$ cat src/sv/abd_pkg.sv
package abd_pkg;

    localparam int SAMPLE_BITS = 16;
    localparam int SAMPLE_W    = 16;
    localparam int STATE_W     = 32;
    localparam int LEVEL_W     = 31;
    localparam int COEFF_W     = 16;
    localparam int THRESH_W    = 15;
    localparam int MUL_A_W     = 33;
    localparam int MUL_B_W     = 18;
    localparam int PROD_W      = MUL_A_W + MUL_B_W;
    localparam int FRAC_SHIFT  = 16;
    localparam int OUT_DATA_W  = 24;
    localparam int CFG_INDEX_W = 2;
    localparam int CFG_DATA_W  = 16;

    localparam logic [COEFF_W-1:0]  FILTER_COEFF_RST  = 16'd1400;
    localparam logic [COEFF_W-1:0]  RELEASE_COEFF_RST = 16'd65462;
    localparam logic [THRESH_W-1:0] THRESH_HIGH_RST   = 15'd9830;
    localparam logic [THRESH_W-1:0] THRESH_LOW_RST    = 15'd4915;

    localparam logic [CFG_INDEX_W-1:0] CFG_FILTER_COEFF  = 2'd0;
    localparam logic [CFG_INDEX_W-1:0] CFG_RELEASE_COEFF = 2'd1;
    localparam logic [CFG_INDEX_W-1:0] CFG_THRESH_HIGH   = 2'd2;
    localparam logic [CFG_INDEX_W-1:0] CFG_THRESH_LOW    = 2'd3;

    typedef enum logic [3:0] {
        S_IDLE,
        S_F1_MUL,
        S_F1_UPD,
        S_F2_MUL,
        S_F2_UPD,
        S_ABS,
        S_ENV_MUL1,
        S_ENV_MUL2,
        S_ENV_UPD,
        S_TRIG
    } t_state;

endpackage

$ cat src/sv/audio_beat_detector_unit.sv
// Beat detector for one audio stream. Each Q1.15 sample runs through two
// one-pole low-pass sections, a peak envelope follower with instant attack
// and exponential release, and a Schmitt trigger; every sample yields one
// beat carrying the beat pulse, the trigger state and the 15-bit envelope.
// A single 33x18 multiplier is shared by the four multiplies of a sample
// under a small sequencer. A new sample is accepted only in the idle step;
// ready stays low while the sequencer runs both filter sections, the
// magnitude step, the release steps if the envelope releases, and the
// trigger step. The result waits in an output register, so the next sample
// is taken while it is still unread; the sequencer holds in its last step,
// adding stall cycles, while an earlier result is still unread. Configuration
// writes are taken in any cycle; write them only while no sample is in flight.
module audio_beat_detector_unit (
    input  logic                              i_clk,
    input  logic                              i_rst_n,
    input  logic                              i_s_axis_tvalid,
    output logic                              o_s_axis_tready,
    input  logic [abd_pkg::SAMPLE_W-1:0]      i_s_axis_tdata,   // [15:0] sample
    output logic                              o_m_axis_tvalid,
    input  logic                              i_m_axis_tready,
    // [0] beat_pulse, [1] beat_active, [16:2] envelope, [23:17] zero
    output logic [abd_pkg::OUT_DATA_W-1:0]    o_m_axis_tdata,
    input  logic                              i_cfg_valid,
    output logic                              o_cfg_ready,
    input  logic [abd_pkg::CFG_INDEX_W-1:0]   i_cfg_index,
    input  logic [abd_pkg::CFG_DATA_W-1:0]    i_cfg_data
);
    import abd_pkg::*;

    t_state r_state;
    t_state n_state;

    logic [COEFF_W-1:0]         r_filter_coeff;
    logic [COEFF_W-1:0]         r_release_coeff;
    logic [THRESH_W-1:0]        r_thresh_high;
    logic [THRESH_W-1:0]        r_thresh_low;

    logic signed [STATE_W-1:0]  r_x;
    logic signed [STATE_W-1:0]  r_s1;
    logic signed [STATE_W-1:0]  r_s2;
    logic [LEVEL_W-1:0]         r_peak;
    logic [LEVEL_W-1:0]         r_mag;
    logic                       r_trig_on;
    logic signed [PROD_W-1:0]   r_prod;
    logic signed [PROD_W-1:0]   r_acc;
    logic                       r_out_valid;
    logic [OUT_DATA_W-1:0]      r_out_data;

    logic signed [MUL_A_W-1:0]  w_mul_a;
    logic signed [MUL_B_W-1:0]  w_mul_b;
    logic signed [PROD_W-1:0]   w_prod;
    logic signed [PROD_W-1:0]   w_step;
    logic signed [PROD_W-1:0]   w_blend;
    logic signed [MUL_A_W-1:0]  w_s2_neg;
    logic [LEVEL_W-1:0]         w_mag;
    logic                       w_mag_gt;
    logic                       w_trig_next;
    logic                       w_out_free;
    logic                       w_in_accept;
    logic signed [STATE_W-1:0]  w_x_aligned;

    assign w_in_accept = i_s_axis_tvalid && o_s_axis_tready;
    assign w_out_free  = !r_out_valid || i_m_axis_tready;
    assign o_cfg_ready = 1'b1;

    assign w_x_aligned = {i_s_axis_tdata[SAMPLE_BITS-1:0], {(STATE_W-SAMPLE_BITS){1'b0}}};

    assign w_prod  = w_mul_a * w_mul_b;
    assign w_step  = r_prod >>> FRAC_SHIFT;
    assign w_blend = r_acc + r_prod;

    assign w_s2_neg = -{r_s2[STATE_W-1], r_s2};
    always_comb begin
        if (!r_s2[STATE_W-1]) begin
            w_mag = r_s2[LEVEL_W-1:0];
        end else if (w_s2_neg[STATE_W]) begin
            w_mag = w_s2_neg[LEVEL_W-1:0];
        end else if (w_s2_neg[STATE_W-1]) begin
            w_mag = {LEVEL_W{1'b1}};
        end else begin
            w_mag = w_s2_neg[LEVEL_W-1:0];
        end
    end
    assign w_mag_gt = w_mag > r_peak;

    always_comb begin
        if (!r_trig_on) begin
            w_trig_next = r_peak > {r_thresh_high, {FRAC_SHIFT{1'b0}}};
        end else begin
            w_trig_next = !(r_peak < {r_thresh_low, {FRAC_SHIFT{1'b0}}});
        end
    end

    always_comb begin
        n_state = r_state;
        unique case (r_state)
            S_IDLE:     if (w_in_accept) n_state = S_F1_MUL;
            S_F1_MUL:   n_state = S_F1_UPD;
            S_F1_UPD:   n_state = S_F2_MUL;
            S_F2_MUL:   n_state = S_F2_UPD;
            S_F2_UPD:   n_state = S_ABS;
            S_ABS:      n_state = w_mag_gt ? S_TRIG : S_ENV_MUL1;
            S_ENV_MUL1: n_state = S_ENV_MUL2;
            S_ENV_MUL2: n_state = S_ENV_UPD;
            S_ENV_UPD:  n_state = S_TRIG;
            S_TRIG:     if (w_out_free) n_state = S_IDLE;
            default:    n_state = S_IDLE;
        endcase
    end

    always_comb begin
        o_s_axis_tready = 1'b0;
        w_mul_a         = '0;
        w_mul_b         = '0;
        unique case (r_state)
            S_IDLE: begin
                o_s_axis_tready = 1'b1;
            end
            S_F1_MUL: begin
                w_mul_a = {r_x[STATE_W-1], r_x} - {r_s1[STATE_W-1], r_s1};
                w_mul_b = {2'b00, r_filter_coeff};
            end
            S_F2_MUL: begin
                w_mul_a = {r_s1[STATE_W-1], r_s1} - {r_s2[STATE_W-1], r_s2};
                w_mul_b = {2'b00, r_filter_coeff};
            end
            S_ENV_MUL1: begin
                w_mul_a = {2'b00, r_peak};
                w_mul_b = {2'b00, r_release_coeff};
            end
            S_ENV_MUL2: begin
                w_mul_a = {2'b00, r_mag};
                w_mul_b = 18'sh10000 - {2'b00, r_release_coeff};
            end
            default: begin
            end
        endcase
    end

    always_ff @(posedge i_clk) begin
        if (!i_rst_n) begin
            r_state         <= S_IDLE;
            r_filter_coeff  <= FILTER_COEFF_RST;
            r_release_coeff <= RELEASE_COEFF_RST;
            r_thresh_high   <= THRESH_HIGH_RST;
            r_thresh_low    <= THRESH_LOW_RST;
            r_s1            <= '0;
            r_s2            <= '0;
            r_peak          <= '0;
            r_trig_on       <= 1'b0;
            r_out_valid     <= 1'b0;
        end else begin
            r_state <= n_state;

            if (i_cfg_valid && o_cfg_ready) begin
                unique case (i_cfg_index)
                    CFG_FILTER_COEFF:  r_filter_coeff  <= i_cfg_data;
                    CFG_RELEASE_COEFF: r_release_coeff <= i_cfg_data;
                    CFG_THRESH_HIGH:   r_thresh_high   <= i_cfg_data[THRESH_W-1:0];
                    CFG_THRESH_LOW:    r_thresh_low    <= i_cfg_data[THRESH_W-1:0];
                    default: begin
                    end
                endcase
            end

            if (r_state == S_F1_UPD) begin
                r_s1 <= r_s1 + w_step[STATE_W-1:0];
            end
            if (r_state == S_F2_UPD) begin
                r_s2 <= r_s2 + w_step[STATE_W-1:0];
            end
            if (r_state == S_ABS && w_mag_gt) begin
                r_peak <= w_mag;
            end
            if (r_state == S_ENV_UPD) begin
                r_peak <= w_blend[LEVEL_W+FRAC_SHIFT-1:FRAC_SHIFT];
            end

            if (r_state == S_TRIG && w_out_free) begin
                r_trig_on   <= w_trig_next;
                r_out_valid <= 1'b1;
            end else if (i_m_axis_tready) begin
                r_out_valid <= 1'b0;
            end
        end
    end

    always_ff @(posedge i_clk) begin
        r_prod <= w_prod;
        r_acc  <= r_prod;
        if (w_in_accept) begin
            r_x <= w_x_aligned;
        end
        if (r_state == S_ABS) begin
            r_mag <= w_mag;
        end
        if (r_state == S_TRIG && w_out_free) begin
            r_out_data <= {{(OUT_DATA_W-THRESH_W-2){1'b0}},
                           r_peak[LEVEL_W-1:FRAC_SHIFT],
                           w_trig_next,
                           w_trig_next && !r_trig_on};
        end
    end

    assign o_m_axis_tvalid = r_out_valid;
    assign o_m_axis_tdata  = r_out_data;

`ifndef NO_ASSERTIONS
    a_pulse_implies_active: assert property (@(posedge i_clk) disable iff (!i_rst_n)
        o_m_axis_tvalid && o_m_axis_tdata[0] |-> o_m_axis_tdata[1])
        else $error("beat pulse without active trigger");

    a_accept_starts_filter: assert property (@(posedge i_clk) disable iff (!i_rst_n)
        w_in_accept |=> r_state == S_F1_MUL)
        else $error("accepted sample did not start the sequence");

    a_result_from_trigger: assert property (@(posedge i_clk) disable iff (!i_rst_n)
        $rose(o_m_axis_tvalid) |-> $past(r_state) == S_TRIG)
        else $error("result appeared outside the trigger step");

    a_pulse_on_rise: assert property (@(posedge i_clk) disable iff (!i_rst_n)
        r_state == S_TRIG && w_out_free && w_trig_next && !r_trig_on
        |=> o_m_axis_tdata[0] && r_trig_on)
        else $error("trigger rise did not emit a pulse");
`endif

endmodule
$ cat config.mk
export PLATFORM = sky130hd
export DESIGN_NAME = audio_beat_detector_unit
export DESIGN_NICKNAME = d
export VERILOG_FILES = /design/src/sv/abd_pkg.sv /design/src/sv/audio_beat_detector_unit.sv
export SDC_FILE = /design/constraint.sdc
export NUM_CORES = 2
export LEC_CHECK = 0
export BUFFER_PORTS_ARGS = -buffer_cell sky130_fd_sc_hd__buf_4
export CAP_MARGIN = 0
export CORE_ASPECT_RATIO = 0.8
export CORE_UTILIZATION = 60
export DETAILED_ROUTE_END_ITERATION = 7
export PLACE_DENSITY = 0.8
export REMOVE_ABC_BUFFERS = 1
export SLEW_MARGIN = 20
export SYNTH_ARGS = -nofsm -noshare
export SYNTH_HDL_FRONTEND = slang
export SYNTH_SLANG_ARGS = --single-unit
$ cat constraint.sdc
create_clock -name i_clk -period 12.8 [get_ports i_clk]
set_clock_uncertainty 0.2 [all_clocks]
set_input_delay 1.28 -clock i_clk [delete_from_list [all_inputs] [get_ports i_clk]]
set_output_delay 1.28 -clock i_clk [all_outputs]
set_load 0.05 [all_outputs]
==> results.json <==
{
  "run_status": "complete, no violations",
  "crit_arrival_ns": 10.73,
  "grt_antenna_before_repair": 0,
  "async_flop_share": 0,
  "num_vias": 32900,
  "p_seq_frac": 0.267,
  "grt_max_degree": 66,
  "fmaxAchievable_ghz": 0.0952,
  "drive_above_1_share": 0.0614,
  "power_density_nw_per_um2": 121,
  "cts_resized": 0,
  "synthAdderAreaFrac": 0.371,
  "die-area_um2": 66300,
  "syn-cell-area_um2": 39100,
  "worst_pin_slew_ns": 1.14,
  "power.share.clock": 0.198,
  "drc": 0,
  "power.switching_w": 0.00226,
  "crit_start": "r_s1[1]$_SDFFE_PN0P_",
  "p_int_w": 0.00278,
  "yosys.area.top_type": "fa_1",
  "setup_tns_ns": 0,
  "ir_drop_uv": 107,
  "viasPerCell": 6.01,
  "postRouteAntennaNets": 0,
  "cpPeakStageDelay_ns": 0.72,
  "grt_pass1_wl_mm": 181,
  "synthCells": 4610,
  "synth_top_area_frac": 0.265,
  "critPathMaxFanout": 11,
  "avgSynthCellArea_um2": 8.49,
  "die_y_um": 230,
  "critPathRequiredTime_ns": 13.02,
  "cap_viol_max_count": 0,
  "final_hold_viol_count": 0,
  "fin_nets": 5491,
  "ctsLongestPathBuffers": 3,
  "dp_slack_ns": 2.65,
  "cts_hold_buf": 0,
  "slew_violations": 0,
  "p_comb_frac": 0.535,
  "synthMuxAreaShare": 0.00160,
  "reg2reg_from": "r_s1[1]$_SDFFE_PN0P_",
  "io_buffer_count": 57,
  "synth-xor-area-share": 0.0503,
  "gp_congestion": 0.983,
  "hold_class": "flop to flop",
  "diodes": 0,
  "synth-seq-cells": 322,
  "clk_pin_slew_ns": 0.06,
  "areaGrowthSynthToFinish_pct": 6.33,
  "cts_buffers": 34,
  "p_leak_nw": 19.9,
  "hp-start": "r_prod[0]$_DFF_P_",
  "routedWlPerCell_um": 20.8,
  "clock_sinks": 322,
  "io_pins": 66,
  "seq_area_frac_synth": 0.181,
  "htreeDepth": 2,
  "p_total_w": 0.00504,
  "maxSlewHeadroom": 0.234,
  "core_area_um2": 64300,
  "overflow": 0,
  "slowest_stage": "a311oi_1",
  "initialDrtViolationCount": 3149,
  "clock_latency_ns": 0.54,
  "synth_edf_count": 64,
  "die_w_um": 288,
  "crit_type": "flop to flop",
  "cts_tree": "done",
  "rows": 83,
  "cts_setup_buffers": 0,
  "grt_usage": 0.350,
  "drt_first_pass_iters": 8,
  "crit_path_end_kind": "flop",
  "final.min_clock_period_ns": 10.51,
  "critPathLaunchType": "flop",
  "fillCellCount": 5375,
  "start_util": 0.609,
  "setup_viol_count_final": 0,
  "stdcell_area_um2": 41600,
  "yosys-top-cells-area": "fa_1 27%, dfxtp_1 13%, ha_1 11%, inv_1 7.7%, nand2_1 5.1%",
  "cts.root.buffer_cell": "clkbuf_16",
  "rsz0062_at_grt": "false",
  "hpwl_mm": 89.6,
  "synth_ff_type": "dfxtp_1",
  "dpl_cell_area_um2": 40500,
  "finalCritPeriodShare": 0.821,
  "finalWorstSetupSlack_ns": 2.29,
  "wirelength_mm": 114,
  "yosysWarningCount": 0,
  "synth-simple-area-share": 0.157,
  "grt_pass1_vias": 33100,
  "p_sw_frac": 0.449,
  "yosysUniqueCellTypes": 87,
  "synth_top_family_by_area": "adder cells",
  "synth_compound_area_frac": 0.144
}
-- area by class of cell --
type,instances,area (um^2),share of cell area
clock buffer,44,930,0.0223
clock inverter,17,155,0.00373
inverter,800,3000,0.0722
multi-input combinational,3325,28500,0.685
sequential,322,7090,0.170
tap,850,1060,0.0256
timing repair buffer,119,887,0.0213
-- kinds of logic (layout without fill, tap and decap cells) --
kind of cell               count (synthesis)  count (layout)
and+or+nand+nor                         1371            1371
buffers and inverters                    969             980
AOI/OAI and AO/OA                        867             867
adders and majority gates                850             850
DFF                                      322             322
xor gates and xnor gates                 223             223
muxes                                      6               6
other                                      2               8
-- critical path, delay by kind of cell (launching register included) --
| kind | cells | cell delay [ns] |
|---|---|---|
| buf+inv | 6 | 0.46 |
| simple gates | 8 | 2.43 |
| compound gates | 7 | 2.81 |
| xor+xnor | 2 | 0.49 |
| flops | 1 | 0.38 |
| fa+ha+maj | 8 | 3.60 |
-- layout by cell type, fill, tap and decap left out, drive strengths merged, types with 30 or more instances in the layout --
cell type  netlist  routed
o21bai          30      30
a211oi          37      37
inv            800     803
a21oi          297     297
nand2          534     534
xnor2          152     152
buf             26     119
o31ai           31      31
ha             331     331
dfxtp          258     258
a21o            99      99
clkbuf         143      44
o211ai          39      39
nand3           75      75
fa             519     519
nor2           436     436
o21ai          122     122
nand2b          59      59
or2             59      59
edfxtp          64      64
nand4           30      30
and3            30      30
xor2            70      70
o21a            42      42
-- final timing paths --
check                  endpoint  slack, ns  depth (start not counted)
max          r_prod[47]$_DFF_P_       2.29                         31
min            r_acc[0]$_DFF_P_       0.15                          0
max reg2reg  r_prod[47]$_DFF_P_       2.29                         31
min reg2reg    r_acc[0]$_DFF_P_       0.15                          0
-- power groups by stage --
stage / sequential, W / combinational (W) / clock (W)
finish: 0.00135 / 0.00270 / 0.000999
global route: 0.00135 / 0.00297 / 0.00105
CTS: 0.00134 / 0.00265 / 0.00101
detailed placement: 0.00136 / 0.00263 / 0
global placement: 0.00136 / 0.00258 / 0
floorplan: 0.00127 / 0.00197 / 0
-- through the flow --
stage	hold WS, ns	util	cells
after global placement	0.141	0.630	5414
after global routing	0.159	0.647	5477
after CTS	0.152	0.647	5476
final	0.152	0.647	5477
after detailed placement	0.139	0.630	5415
after floorplan	0.131	-	4447
-- cells in the mapped netlist (30+ instances only) --
library cell / n
inv_1: 800
a21o_1: 99
or2_2: 58
edfxtp_1: 64
and3_1: 30
nand3_1: 74
o31ai_1: 31
nand4_1: 30
clkbuf_1: 143
nor2_1: 436
dfxtp_1: 258
o21ai_0: 113
nand2_1: 534
nand2b_1: 58
o211ai_1: 38
ha_1: 331
a211oi_1: 37
o21bai_1: 30
o21a_1: 42
a21oi_1: 296
fa_1: 519
xor2_1: 70
xnor2_1: 152
-- state kept, by name (all words and copies together) (netlist names) --
signal           cells
r_x                 16
r_s2                32
r_thresh_low        15
r_prod              48
r_acc               47
r_thresh_high       15
r_s1                32
o_m_axis_tdata      17
r_release_coeff     16
r_mag               31
r_peak              31
o_m_axis_tvalid      1
r_filter_coeff      16
r_trig_on            1
r_state              4
-- per-layer routing --
metal  track usage  vias up  part of all wire
li1              -    14900                 -
met1         0.470    16000              0.40
met2         0.564     1625              0.46
met3        0.0675      341              0.10
met4         0.126        0             0.042
met5             0        -                 0
Note: power is estimated with default switching activity, not from simulation.
